$ cat config.mk
export PLATFORM = sky130hd
export DESIGN_NAME = ipv4_dotted_text_parser
export DESIGN_NICKNAME = d
export VERILOG_FILES = /design/src/design/idtp_pkg.sv /design/src/design/idtp_core.sv /design/src/design/idtp_out_stage.sv /design/src/design/ipv4_dotted_text_parser.sv
export SDC_FILE = /design/constraint.sdc
export NUM_CORES = 1
export LEC_CHECK = 0
export BUFFER_PORTS_ARGS = -buffer_cell sky130_fd_sc_hd__buf_2
export CORE_MARGIN = 5
export CORE_UTILIZATION = 39
export CTS_CLUSTER_DIAMETER = 40
export DETAILED_ROUTE_END_ITERATION = 8
export GPL_ROUTABILITY_DRIVEN = 1
export GPL_TIMING_DRIVEN = 0
export HOLD_SLACK_MARGIN = 0.1
export PLACE_DENSITY_LB_ADDON = 0.3
export SYNTH_ARGS = -nofsm -noshare
export SYNTH_HDL_FRONTEND = slang
export SYNTH_HIERARCHICAL = 1
export SYNTH_SLANG_ARGS = --single-unit
$ cat constraint.sdc
create_clock -name clk -period 12.25 [get_ports clk]
set_input_delay 1.225 -clock clk [delete_from_list [all_inputs] [get_ports clk]]
set_output_delay 1.225 -clock clk [all_outputs]
set_load 0.02 [all_outputs]
$ cat src/design/idtp_pkg.sv
package idtp_pkg;

	// Character codes of interest
	localparam logic [7:0] CH_NUL  = 8'h00;
	localparam logic [7:0] CH_DOT  = 8'h2E;
	localparam logic [7:0] CH_ZERO = 8'h30;
	localparam logic [7:0] CH_NINE = 8'h39;

	// Field widths fixed by the string format
	localparam int OCTET_W = 8;
	localparam int GROUP_W = 10;
	localparam int POS_W   = 5;
	localparam int NUM_GROUPS = 4;

	localparam logic [POS_W-1:0] POS_SAT    = 5'd31;
	localparam logic [1:0]       DIGITS_MAX = 2'd3;
	localparam logic [1:0]       LAST_GROUP = 2'd3;

	typedef logic [OCTET_W-1:0] octet_t;

	typedef enum logic [1:0] {
		CC_NUL,
		CC_DOT,
		CC_DIGIT,
		CC_OTHER
	} char_class_t;

	// One character handed to the parser core
	typedef struct packed {
		logic       go;
		logic [7:0] ch;
	} step_t;

	// One parse result
	typedef struct packed {
		logic   ok;
		octet_t octet0;
		octet_t octet1;
		octet_t octet2;
		octet_t octet3;
	} result_t;

	function automatic char_class_t classify(input logic [7:0] c);
		char_class_t cc;
		case (c) inside
			CH_NUL:             cc = CC_NUL;
			CH_DOT:             cc = CC_DOT;
			[CH_ZERO:CH_NINE]:  cc = CC_DIGIT;
			default:            cc = CC_OTHER;
		endcase
		return cc;
	endfunction

endpackage

$ cat src/design/idtp_core.sv
module idtp_core #(
	parameter int MAX_CHARS = 16
) (
	input  logic             clk,
	input  logic             arst_n,
	input  idtp_pkg::step_t  step,
	output idtp_pkg::result_t result
);
	import idtp_pkg::*;

	logic [GROUP_W-1:0] gv_q, gv_d;
	logic [1:0]         dc_q, dc_d;
	logic               fz_q, fz_d;
	logic [1:0]         gi_q, gi_d;
	logic [POS_W-1:0]   pos_q, pos_d;
	logic               err_q, err_d;
	octet_t             octet_q [NUM_GROUPS];

	char_class_t        cc;
	logic [3:0]         digit;
	logic [GROUP_W-1:0] gv_x10;
	logic               pos_lim;
	logic               close_ok;
	logic               store_wr;
	logic               good;

	assign cc       = classify(step.ch);
	assign digit    = 4'(step.ch - CH_ZERO);
	// value * 10 as (v << 3) + (v << 1), kept to the group width
	assign gv_x10   = {gv_q[GROUP_W-4:0], 3'b000} + {gv_q[GROUP_W-2:0], 1'b0};
	assign pos_lim  = (pos_q >= POS_W'(MAX_CHARS));
	// group closes cleanly: has digits, no leading zero, fits in an octet
	assign close_ok = (dc_q != 2'd0) && !((dc_q != 2'd1) && fz_q)
		&& (gv_q[GROUP_W-1:OCTET_W] == '0);

	// Next-state logic for one character
	always_comb begin
		gv_d     = gv_q;
		dc_d     = dc_q;
		fz_d     = fz_q;
		gi_d     = gi_q;
		pos_d    = pos_q;
		err_d    = err_q;
		store_wr = 1'b0;
		if (step.go) begin
			if (cc == CC_NUL) begin
				gv_d  = '0;
				dc_d  = '0;
				fz_d  = 1'b0;
				gi_d  = '0;
				pos_d = '0;
				err_d = 1'b0;
			end else begin
				if (!err_q) begin
					if (pos_lim) begin
						err_d = 1'b1;
					end else begin
						case (cc)
							CC_DOT: begin
								if (!close_ok || (gi_q == LAST_GROUP)) begin
									err_d = 1'b1;
								end else begin
									store_wr = 1'b1;
									gi_d     = gi_q + 2'd1;
									gv_d     = '0;
									dc_d     = '0;
									fz_d     = 1'b0;
								end
							end
							CC_DIGIT: begin
								if (dc_q == DIGITS_MAX) begin
									err_d = 1'b1;
								end else begin
									if (dc_q == 2'd0)
										fz_d = (digit == 4'd0);
									gv_d = gv_x10 + {{(GROUP_W-4){1'b0}}, digit};
									dc_d = dc_q + 2'd1;
								end
							end
							default: begin
								err_d = 1'b1;
							end
						endcase
					end
				end
				if (pos_q != POS_SAT)
					pos_d = pos_q + 5'd1;
			end
		end
	end

	// Result seen on the terminator; the open group is the last octet
	always_comb begin
		good          = !err_q && !pos_lim && close_ok && (gi_q == LAST_GROUP);
		result.ok     = good;
		result.octet0 = good ? octet_q[0] : '0;
		result.octet1 = good ? octet_q[1] : '0;
		result.octet2 = good ? octet_q[2] : '0;
		result.octet3 = good ? gv_q[OCTET_W-1:0] : '0;
	end

	// Control state
	always_ff @(posedge clk or negedge arst_n) begin
		if (!arst_n) begin
			gv_q  <= '0;
			dc_q  <= '0;
			fz_q  <= 1'b0;
			gi_q  <= '0;
			pos_q <= '0;
			err_q <= 1'b0;
		end else begin
			gv_q  <= gv_d;
			dc_q  <= dc_d;
			fz_q  <= fz_d;
			gi_q  <= gi_d;
			pos_q <= pos_d;
			err_q <= err_d;
		end
	end

	// Captured octets, no reset
	always_ff @(posedge clk) begin
		if (store_wr)
			octet_q[gi_q] <= gv_q[OCTET_W-1:0];
	end

endmodule

$ cat src/design/idtp_out_stage.sv
module idtp_out_stage (
	input  logic              clk,
	input  logic              arst_n,
	input  logic              load,
	input  idtp_pkg::result_t res_in,
	input  logic              out_stall,
	output logic              slot_free,
	output logic              out_valid,
	output idtp_pkg::result_t res_out
);
	import idtp_pkg::*;

	logic    valid_q;
	result_t res_q;

	// Slot frees up when empty or when the held result transfers this cycle
	assign slot_free = !valid_q || !out_stall;
	assign out_valid = valid_q;
	assign res_out   = res_q;

	always_ff @(posedge clk or negedge arst_n) begin
		if (!arst_n) begin
			valid_q <= 1'b0;
		end else if (slot_free) begin
			valid_q <= load;
		end
	end

	always_ff @(posedge clk) begin
		if (load)
			res_q <= res_in;
	end

endmodule

$ cat src/design/ipv4_dotted_text_parser.sv
// Streaming dotted-decimal IPv4 parser.
// Input channel: one character per transfer on ch (in_valid / in_stall).
// A zero byte ends the string. Output channel: one result per string
// (out_valid / out_stall) carrying ok and octet0..octet3 in written order;
// the octets read zero when ok is low.
// A transferred character sits in the input register and is parsed from
// there; a parsed terminator loads its result into the output register.
// Throughput: one character per cycle while in_stall is low, set by the
// combinational update (group value times ten plus digit) and checks.
// Reset clears all parse state and empties both registers; the octet
// store needs no reset since only octets written for the current string
// are ever shown.
// When the receiver stalls, the result stays in the output register; a
// following terminator waits in the input register and in_stall rises,
// while ordinary characters keep flowing since they make no result.
module ipv4_dotted_text_parser #(
	parameter int MAX_CHARS = 16
) (
	input  logic                 clk,
	input  logic                 arst_n,
	input  logic                 in_valid,
	output logic                 in_stall,
	input  logic [7:0]           ch,
	output logic                 out_valid,
	input  logic                 out_stall,
	output logic                 ok,
	output idtp_pkg::octet_t     octet0,
	output idtp_pkg::octet_t     octet1,
	output idtp_pkg::octet_t     octet2,
	output idtp_pkg::octet_t     octet3
);
	import idtp_pkg::*;

	logic       valid_s1;
	logic [7:0] ch_s1;
	logic       slot_free;
	logic       is_nul_s1;
	logic       go;
	logic       res_load;
	step_t      step;
	result_t    res_core;
	result_t    res_out;

	// Input register advance
	assign is_nul_s1 = (ch_s1 == CH_NUL);
	assign go        = valid_s1 && (!is_nul_s1 || slot_free);
	assign res_load  = go && is_nul_s1;
	assign in_stall  = valid_s1 && !go;

	always_ff @(posedge clk or negedge arst_n) begin
		if (!arst_n) begin
			valid_s1 <= 1'b0;
		end else if (!in_stall) begin
			valid_s1 <= in_valid;
		end
	end

	always_ff @(posedge clk) begin
		if (in_valid && !in_stall)
			ch_s1 <= ch;
	end

	assign step.go = go;
	assign step.ch = ch_s1;

	idtp_core #(
		.MAX_CHARS(MAX_CHARS)
	) u_core (
		.clk    (clk),
		.arst_n (arst_n),
		.step   (step),
		.result (res_core)
	);

	idtp_out_stage u_out (
		.clk       (clk),
		.arst_n    (arst_n),
		.load      (res_load),
		.res_in    (res_core),
		.out_stall (out_stall),
		.slot_free (slot_free),
		.out_valid (out_valid),
		.res_out   (res_out)
	);

	assign ok     = res_out.ok;
	assign octet0 = res_out.octet0;
	assign octet1 = res_out.octet1;
	assign octet2 = res_out.octet2;
	assign octet3 = res_out.octet3;

`ifndef SYNTH
	// A failed parse never shows stale octets
	a_zero_on_fail: assert property (@(posedge clk) disable iff (!arst_n)
		(out_valid && !ok) |-> ((octet0 == '0) && (octet1 == '0)
			&& (octet2 == '0) && (octet3 == '0)))
		else $error("nonzero octets on failed parse");

	// Only a held terminator may back-pressure the input
	a_stall_on_nul: assert property (@(posedge clk) disable iff (!arst_n)
		in_stall |-> (valid_s1 && is_nul_s1 && out_valid && out_stall))
		else $error("input stalled without a blocked terminator");

	// A parsed terminator shows up as a result in the next cycle
	a_result_follows: assert property (@(posedge clk) disable iff (!arst_n)
		res_load |=> out_valid)
		else $error("terminator parsed but no result offered");
`endif

endmodule

# == Yosys cells after proc, flatten, opt, wreduce, memory -nomap -nowiden ==
# Memories as Yosys holds them, arrays and structs flattened. A register that Yosys moved wholly into a read port is not among the register bits.
# Cells that the tools add are included.
# op_classes
magnitude_cmp,3
mux,43
n_reduce_logical,39
eq_ne,13
n_addsub,6
# ops
op,n
$mux 10,5
$mux 2,12
$mux 1,20
$pmux 10 s2,1
$logic_not 1->1,12
$logic_and 1x1->1,11
$add 10x10->10,1
$add 10x4->10,1
$mux 5,2
$eq 8x6->1 const B,1
$ge 8x6->1 const B,1
$le 8x6->1 const B,1
$logic_not 8->1,1
$reduce_and 7->1,1
$eq 2x2->1 const B,3
$logic_not 2->1,3
$ne 3x2->1 const B,2
$reduce_and 6->1,1
$reduce_bool 2->1,3
$add 5x1->5 const B,1
$ge 5x5->1 const B,1
$ne 5x5->1 const B,1
$reduce_and 5->1,1
$add 2x1->2 const B,2
other kinds (11),16
# totals
output_inout_bits,35
mem_bits_rw,32
reg_bits,40
memories,1
# memory_table
name,words,width,read_ports,rd_clocked_by_memory_dff,wr,line_no,text
u_core.octet_q,4,8,3,3,1,idtp_core.sv:17,octet_t octet_q [NUM_GROUPS];

# == Logic depth before layout (Yosys ltp) ==
# Gate-level depths: netlist of the first run.
# depth
ltp_word,15
mapped_depth,11

# == By module ==
# The synthesis of the first run kept the hierarchy.
# modules_own_cells
mod,cells_each,instances,seq_area_each_um2,area_each_um2
idtp_core,223,1,1246.2,2585.0
idtp_out_stage,36,1,1016.0,1027.2
ipv4_dotted_text_parser,19,1,265.3,336.6

# == Worst setup path after synthesis of the first run ==
# No wires, ideal clock.
# synth_path
path_kind,input to register
startpoint,input out_stall
endpoint,"register u_out.res_q, in the netlist u_out/res_out[0] (enable)"
t_required_ns,11.783
arrival_time_ns,3.666
n_path_buf,0
stages,3
slack_ns,8.117
path_cell_list,nand2_1 -> nand2_1 -> nor3_1
# synth_between
elab_chain_len,5
# synth_rtl
element,line_no,text
start: declaration,ipv4_dotted_text_parser.sv:25,"input logic out_stall,"
$logic_not 1->1,idtp_out_stage.sv:17,assign slot_free = !valid_q || !out_stall;
$logic_or 1x1->1,idtp_out_stage.sv:17,
$logic_or 1x1->1,ipv4_dotted_text_parser.sv:46,assign go = valid_s1 && (!is_nul_s1 || slot_free);
$logic_and 1x1->1,ipv4_dotted_text_parser.sv:46,
$logic_and 1x1->1,ipv4_dotted_text_parser.sv:47,assign res_load = go && is_nul_s1;
via res_load,ipv4_dotted_text_parser.sv:39,logic res_load;
end signal: assignment,idtp_out_stage.sv:31,res_q <= res_in;
end: declaration,idtp_out_stage.sv:14,result_t res_q;
# The timed path passes the listed nets, and every way through them passes these cells.
# A chain may end at the register's enable or synchronous reset.

# == Final worst setup path of the first run ==
# layout_path
startpoint,input out_stall
endpoint,output in_stall
# layout_between
elab_chain_len,6
# layout_rtl
element,line_no,text
$logic_not 1->1,idtp_out_stage.sv:17,
$logic_or 1x1->1,idtp_out_stage.sv:17,
via slot_free,ipv4_dotted_text_parser.sv:36,logic slot_free;
$logic_or 1x1->1,ipv4_dotted_text_parser.sv:46,
$logic_and 1x1->1,ipv4_dotted_text_parser.sv:46,
$logic_not 1->1,ipv4_dotted_text_parser.sv:48,assign in_stall = valid_s1 && !go;
$logic_and 1x1->1,ipv4_dotted_text_parser.sv:48,
end: declaration,ipv4_dotted_text_parser.sv:22,"output logic in_stall,"
# The timed path passes the listed nets, and every way through them passes these cells.

==> results of run 1 <==
## worst max path at each step
stage | start | to | slack [ps] | cells past startpoint
2_1_floorplan | out_stall | u_out/res_out[0]$_DFFE_PP_ | 8120 | 3
3_3_place_gp | out_stall | u_out/res_out[28]$_DFFE_PP_ | 6950 | 4
3_5_place_dp | out_stall | in_stall | 9140 | 5
4_1_cts | out_stall | in_stall | 9130 | 5
6_report | out_stall | in_stall | 9140 | 5
5_1_grt | ch_s1[0]$_DFFE_PP_ | u_core/gv_q[5]$_DFFE_PN0P_ | 8950 | 11
## kinds of logic after synthesis
kind of cell	Yosys count	share of synthesized area
adder cells (fa/ha/maj)	29	0.09569
flip-flops	88	0.6400
multiplexers	3	0.008555
XOR/XNOR	5	0.01109
AND/OR/NAND/NOR	79	0.1201
buffers and inverters	23	0.02408
AO/OA/AOI/OAI	51	0.1004
## final cells by class
| cell class | instances | area share |
|---|---|---|
| buffer | 7 | 0.007654 |
| clock buffer | 9 | 0.02706 |
| clock inverter | 7 | 0.01668 |
| inverter | 16 | 0.01312 |
| multi-input combinational | 167 | 0.2909 |
| sequential | 88 | 0.5522 |
| tap | 133 | 0.03636 |
| timing repair buffer | 48 | 0.05604 |
## power by group through the flow
stage	Sequential, mW	Combinational, mW	Clock, mW
after floorplan	0.346	0.0387	0
after global placement	0.348	0.0478	0
after detailed placement	0.349	0.0497	0
after CTS	0.342	0.0501	0.211
after global routing	0.345	0.0576	0.222
final	0.342	0.0494	0.202
## routing by layer
layer / track usage / wire, microns / vias up
li1: - / - / 1142
met1: 0.1464 / 3034 / 1085
met2: 0.1796 / 3024 / 47
met3: 0.03173 / 339 / 12
met4: 0.05419 / 127 / 0
met5: 0 / 0 / -
## cells in the mapped netlist (all sizes together) (2+ instances only)
master    n
edfxtp   65
and2     35
ha       27
dfrtp    23
inv      15
a22o     11
nor2     10
o21ai     9
a21oi     8
nand2     7
nand2b    7
nor3      5
clkbuf    4
o2bb2ai   4
xnor2     4
and3      3
buf       3
mux2      3
o31ai     3
a2111oi   2
a211oi    2
a21o      2
a32o      2
fa        2
nand4     2
o31a      2
or2       2
or3       2
or4       2
## state kept, by name, indices dropped and copies added, names as in the netlist
name	count
u_core/err_q	1
u_out/out_valid	1
u_core/pos_q	5
ch_s1	8
u_out/res_out	33
u_core/dc_q	2
u_core/fz_q	1
u_core/gv_q	10
u_core/octet_q	24
u_core/gi_q	2
valid_s1	1
==> impl_metrics.env, run 1 <==
export IMPL_p_leak_nw=1.873
export IMPL_postLayoutCoreUtil=0.4661
export IMPL_r2r_setup_slack_ps=9190
export IMPL_yosys_top_cells_area="edfxtp_1 49%, dfrtp_1 15%, ha_1 8.6%, and2_1 5.5%, a22o_1 2.4%"
export IMPL_synth_edff_count=65
export IMPL_dp_cells=459
export IMPL_syn_inst=278
export IMPL_cts_resized=0
export IMPL_cp_max_fo=3
export IMPL_cts_buffer_depth=2
export IMPL_outcome="finished, final reports clean"
export IMPL_synth_fp_nets=319
export IMPL_diodes=0
export IMPL_finClkSkew_ps=10.33
export IMPL_synth_cell_area_sq_mm=0.003949
export IMPL_multi_input_area_sq_mm=0.001331
export IMPL_hp_class="flip-flop to flip-flop"
export IMPL_core_sq_mm=0.009819
export IMPL_path_cells="buf_2, nand2_1, nand2b_1, nor3_1, buf_2"
export IMPL_overflow=0
export IMPL_setup_tns_ps=0
export IMPL_rows=36
export IMPL_clock_sinks=88
export IMPL_start_util=0.4021
export IMPL_io_buffers=46
export IMPL_fin_crit_sh=0.2535
export IMPL_share_clk_of_total_power=0.341
export IMPL_fp_dieH_microns=110.6
export IMPL_synth_seq_cells=88
export IMPL_ys_seq_area_frac=0.6401
export IMPL_synthArstFlopShare=0.2614
export IMPL_power_mw=0.5939
export IMPL_whs_endpoint="u_core/gv_q[9]$_DFFE_PN0P_"
export IMPL_root_buffer="clkbuf_8"
export IMPL_vdd_drop_max_mv=0.05456
export IMPL_cap_viol_max_count=0
export IMPL_switchingPower_mw=0.1453
export IMPL_crit_top_cell="buf_2"
export IMPL_finalHoldWorstSlack_ps=506.2
export IMPL_antenna_found_initial=0
export IMPL_syn_avg_cell_area_sq_um=14.20
export IMPL_crit_family="simple AND/OR/NAND/NOR gates"
export IMPL_r2r_end="u_core/gv_q[5]$_DFFE_PN0P_"
export IMPL_drive_above_1_share=0.2281
export IMPL_hold_depth=1
export IMPL_cts_clk_slew_worst_paths_ps=90
export IMPL_wl_per_cell_microns=13.74
export IMPL_seqPwrFrac=0.576
export IMPL_cts_htree_levels=3
export IMPL_synth_main_ff_cell="edfxtp_1"
export IMPL_die_area_sq_mm=0.01224
export IMPL_cp_required_ps=11020
export IMPL_min_period_ps=3105
export IMPL_dr_total_vias=2286
export IMPL_cts_hold_buffers=0
export IMPL_slowest_stage="buf_2"
export IMPL_clock_fmax_mhz=322.0
export IMPL_ant_nets=0
export IMPL_slew_headroom=0.3447
export IMPL_final_nets=378
export IMPL_finalInstanceArea_sq_mm=0.004577
export IMPL_drt_iter0_drc=91
export IMPL_critical_path_max_stage_delay_ps=190
export IMPL_report_final_slew_viol_count=0
export IMPL_dp_slack_ps=9145
export IMPL_worstSetupPathType="primary input to output pin"
export IMPL_hpwl_mm=4.610
export IMPL_syn2layout_area_growth_pct=15.91
export IMPL_die_w_microns=110.6
export IMPL_end_kind="output pin"
export IMPL_place_congestion=0.7359
export IMPL_drc=0
export IMPL_wirelength_mm=6.526
export IMPL_clk_latency_ps=350
export IMPL_grtUsageTotal=0.1143
export IMPL_nFillCells=917
export IMPL_reg2reg_depth=11
export IMPL_hold_viol_final=0
export IMPL_final_common_cell="edfxtp_1"
export IMPL_grt_max_degree=24
export IMPL_placed_area_sq_mm=0.004377
export IMPL_cp_start_kind="primary input"
export IMPL_rsz0062_at_grt="no"
export IMPL_sw_frac_of_total=0.2447
export IMPL_synth_cell_type_count=46
export IMPL_postCtsSetupRepairBufs=0
export IMPL_setup_violations=0
export IMPL_pwr_share_comb=0.083
export IMPL_tritoncts="built"
export IMPL_seq_area_sq_mm=0.002527
export IMPL_viasPerCell=4.813
export IMPL_worst_slack_ps=9145
export IMPL_fin_cells=475
export IMPL_grt_pass1_vias=2238
export IMPL_grt_pass1_wl_mm=11.20
export IMPL_ys_warn_count=6
export IMPL_crit_buf_inv=2
export IMPL_synth_area_leader_cell="edfxtp_1"
export IMPL_p_per_area_mw_per_mm2=129.8
export IMPL_r2r_start="ch_s1[0]$_DFFE_PP_"
export IMPL_final_cell_mix="65 x edfxtp_1, 47 x buf_2, 35 x and2_1, 27 x ha_1, 23 x dfrtp_1"
export IMPL_worstPathArrival_ps=1880
export IMPL_cts_buffers=9
export IMPL_min_from="u_core/gv_q[9]$_DFFE_PN0P_"
export IMPL_tightest_slew_ps=977.7
export IMPL_synth_top_cell_area_share=0.4943
export IMPL_power_internal_mw=0.4486
export IMPL_io_pins=47
export IMPL_firstDrtPassIters=4
(Power assumes the default switching activity.)
==> run 2: changes to the inputs <==
==> constraint.sdc (replaced) <==
create_clock -name clk -period 2.98 [get_ports clk]
set_input_delay 0.298 -clock clk [delete_from_list [all_inputs] [get_ports clk]]
set_output_delay 0.298 -clock clk [all_outputs]
set_load 0.02 [all_outputs]
==> impl_metrics.env, run 2 (synthesis results as in run 1) <==
export IMPL_hp_class="primary input to flip-flop"
export IMPL_wl_per_cell_microns=13.84
export IMPL_firstDrtPassIters=4
export IMPL_viasPerCell=4.770
export IMPL_start_util=0.4021
export IMPL_setup_violations=0
export IMPL_cts_clk_slew_worst_paths_ps=90
export IMPL_p_leak_nw=1.893
export IMPL_grt_pass1_wl_mm=10.93
export IMPL_syn2layout_area_growth_pct=17.55
export IMPL_critical_path_max_stage_delay_ps=700
export IMPL_clock_sinks=88
export IMPL_cts_htree_levels=3
export IMPL_cp_required_ps=3270
export IMPL_r2r_end="u_core/gv_q[6]$_DFFE_PN0P_"
export IMPL_die_w_microns=110.6
export IMPL_grtUsageTotal=0.1110
export IMPL_tightest_slew_ps=811.2
export IMPL_postLayoutCoreUtil=0.4727
export IMPL_core_sq_mm=0.009819
export IMPL_cts_buffer_depth=2
export IMPL_r2r_start="ch_s1[2]$_DFFE_PP_"
export IMPL_io_pins=47
export IMPL_vdd_drop_max_mv=0.2220
export IMPL_place_congestion=0.7347
export IMPL_hpwl_mm=4.715
export IMPL_slowest_stage="or4b_2"
export IMPL_fin_crit_sh=0.9445
export IMPL_drive_above_1_share=0.2399
export IMPL_final_cell_mix="65 x edfxtp_1, 47 x buf_2, 33 x and2_1, 26 x ha_1, 23 x dfrtp_1"
export IMPL_root_buffer="clkbuf_8"
export IMPL_fp_dieH_microns=110.6
export IMPL_cp_max_fo=6
export IMPL_crit_family="simple AND/OR/NAND/NOR gates"
export IMPL_drc=0
export IMPL_setup_tns_ps=0
export IMPL_tritoncts="built"
export IMPL_dr_total_vias=2285
export IMPL_finalInstanceArea_sq_mm=0.004642
export IMPL_cts_buffers=9
export IMPL_report_final_slew_viol_count=0
export IMPL_io_buffers=46
export IMPL_rsz0062_at_grt="no"
export IMPL_hold_depth=1
export IMPL_grt_pass1_vias=2253
export IMPL_worstSetupPathType="flip-flop to flip-flop"
export IMPL_overflow=0
export IMPL_finClkSkew_ps=7.718
export IMPL_clock_fmax_mhz=355.3
export IMPL_min_from="ch[4]"
export IMPL_outcome="finished, final reports clean"
export IMPL_cp_start_kind="flip-flop"
export IMPL_final_nets=382
export IMPL_wirelength_mm=6.628
export IMPL_ant_nets=0
export IMPL_whs_endpoint="ch_s1[4]$_DFFE_PP_"
export IMPL_crit_buf_inv=2
export IMPL_placed_area_sq_mm=0.004384
export IMPL_clk_latency_ps=350
export IMPL_grt_max_degree=24
export IMPL_nFillCells=937
export IMPL_r2r_setup_slack_ps=170
export IMPL_end_kind="flip-flop"
export IMPL_rows=36
export IMPL_worstPathArrival_ps=3110
export IMPL_diodes=0
export IMPL_antenna_found_initial=0
export IMPL_reg2reg_depth=10
export IMPL_hold_viol_final=0
export IMPL_cap_viol_max_count=0
export IMPL_drt_iter0_drc=115
export IMPL_final_common_cell="edfxtp_1"
export IMPL_largest_reg_flops=33
export IMPL_path_cells="or4b_2, a21oi_1, o21ai_0, inv_1, ha_1, a211oi_2, or2_2, o311ai_2, buf_2, a22o_1"
export IMPL_slew_headroom=0.4582
export IMPL_die_area_sq_mm=0.01224
export IMPL_p_per_area_mw_per_mm2=513.7
export IMPL_min_period_ps=2815
run 2: layer usage:
layer | share of wire | wire, microns | vias to the layer above | global-route usage
li1 | - | - | 1152 | -
met3 | 0.051 | 340 | 2 | 0.03501
met2 | 0.49 | 3235 | 47 | 0.1808
met5 | 0 | 0 | - | 0
met4 | 0.0056 | 37 | 0 | 0.03695
met1 | 0.45 | 3015 | 1084 | 0.1405
run 2: how the worst max path moves through the flow:
| stage | start | endpoint | slack (ps) | cells after the start |
|---|---|---|---|---|
| floorplan | ch_s1[1]$_DFFE_PP_ | u_out/res_out[0]$_DFFE_PP_ | 150 | 2 |
| global placement | ch_s1[1]$_DFFE_PP_ | u_out/res_out[2]$_DFFE_PP_ | -500 | 2 |
| detailed placement | ch_s1[0]$_DFFE_PP_ | u_core/gv_q[7]$_DFFE_PN0P_ | -50 | 11 |
| CTS | ch_s1[2]$_DFFE_PP_ | u_core/gv_q[7]$_DFFE_PN0P_ | 40 | 9 |
| global route | ch_s1[0]$_DFFE_PP_ | u_core/gv_q[7]$_DFFE_PN0P_ | 9 | 11 |
| finish | ch_s1[2]$_DFFE_PP_ | u_core/gv_q[6]$_DFFE_PN0P_ | 170 | 10 |
run 2: worst register-to-register path, stage by stage (launching register included):
cell and delay [ps]:
edfxtp_1 480, or4b_2 700, a21oi_1 150, o21ai_0 170, inv_1 130, ha_1 210, a211oi_2 90, or2_2 290
o311ai_2 140, buf_2 250, a22o_1 150
run 2: final cells by class:
cell class                      count  area, sq um  share of cell area
Multi-Input combinational cell    167         1355              0.2919
Clock buffer                        9        123.9             0.02668
Sequential cell                    88         2527              0.5445
Tap cell                          133        166.4             0.03585
Buffer                              6        33.78            0.007278
Timing Repair Buffer               53        312.8             0.06739
Inverter                           16        60.06             0.01294
Clock inverter                      7        62.56             0.01348
run 2: power breakdown:
group          internal, mW  switching [mW]  leakage [nW]  total [mW]
registers              1.35          0.0544         0.907        1.41
logic                 0.102           0.110         0.900       0.211
clock network         0.320           0.446        0.0863       0.766
run 2: timing repair:
item	in CTS	in global routing
endpoints found under the setup margin	35	35
resized for setup	0	8
hold buffers	2	3
endpoints found under the hold margin	24	3
setup buffers	0	0
cloned	0	1
run 2: metrics by stage:
| step | power [mW] | std cells | setup WS (ps) | hold slack [ps] |
|---|---|---|---|---|
| final | 2.385 | 479 | 165.5 | 121.0 |
| after global routing | 2.509 | 479 | 9.072 | 100.2 |
| after CTS | 2.415 | 475 | 38.06 | 102.0 |
| after detailed placement | 1.640 | 458 | -46.58 | 314.3 |
| after global placement | 1.628 | 457 | -497.3 | 307.3 |
| after floorplan | 1.580 | 278 | 150.2 | 2.409 |
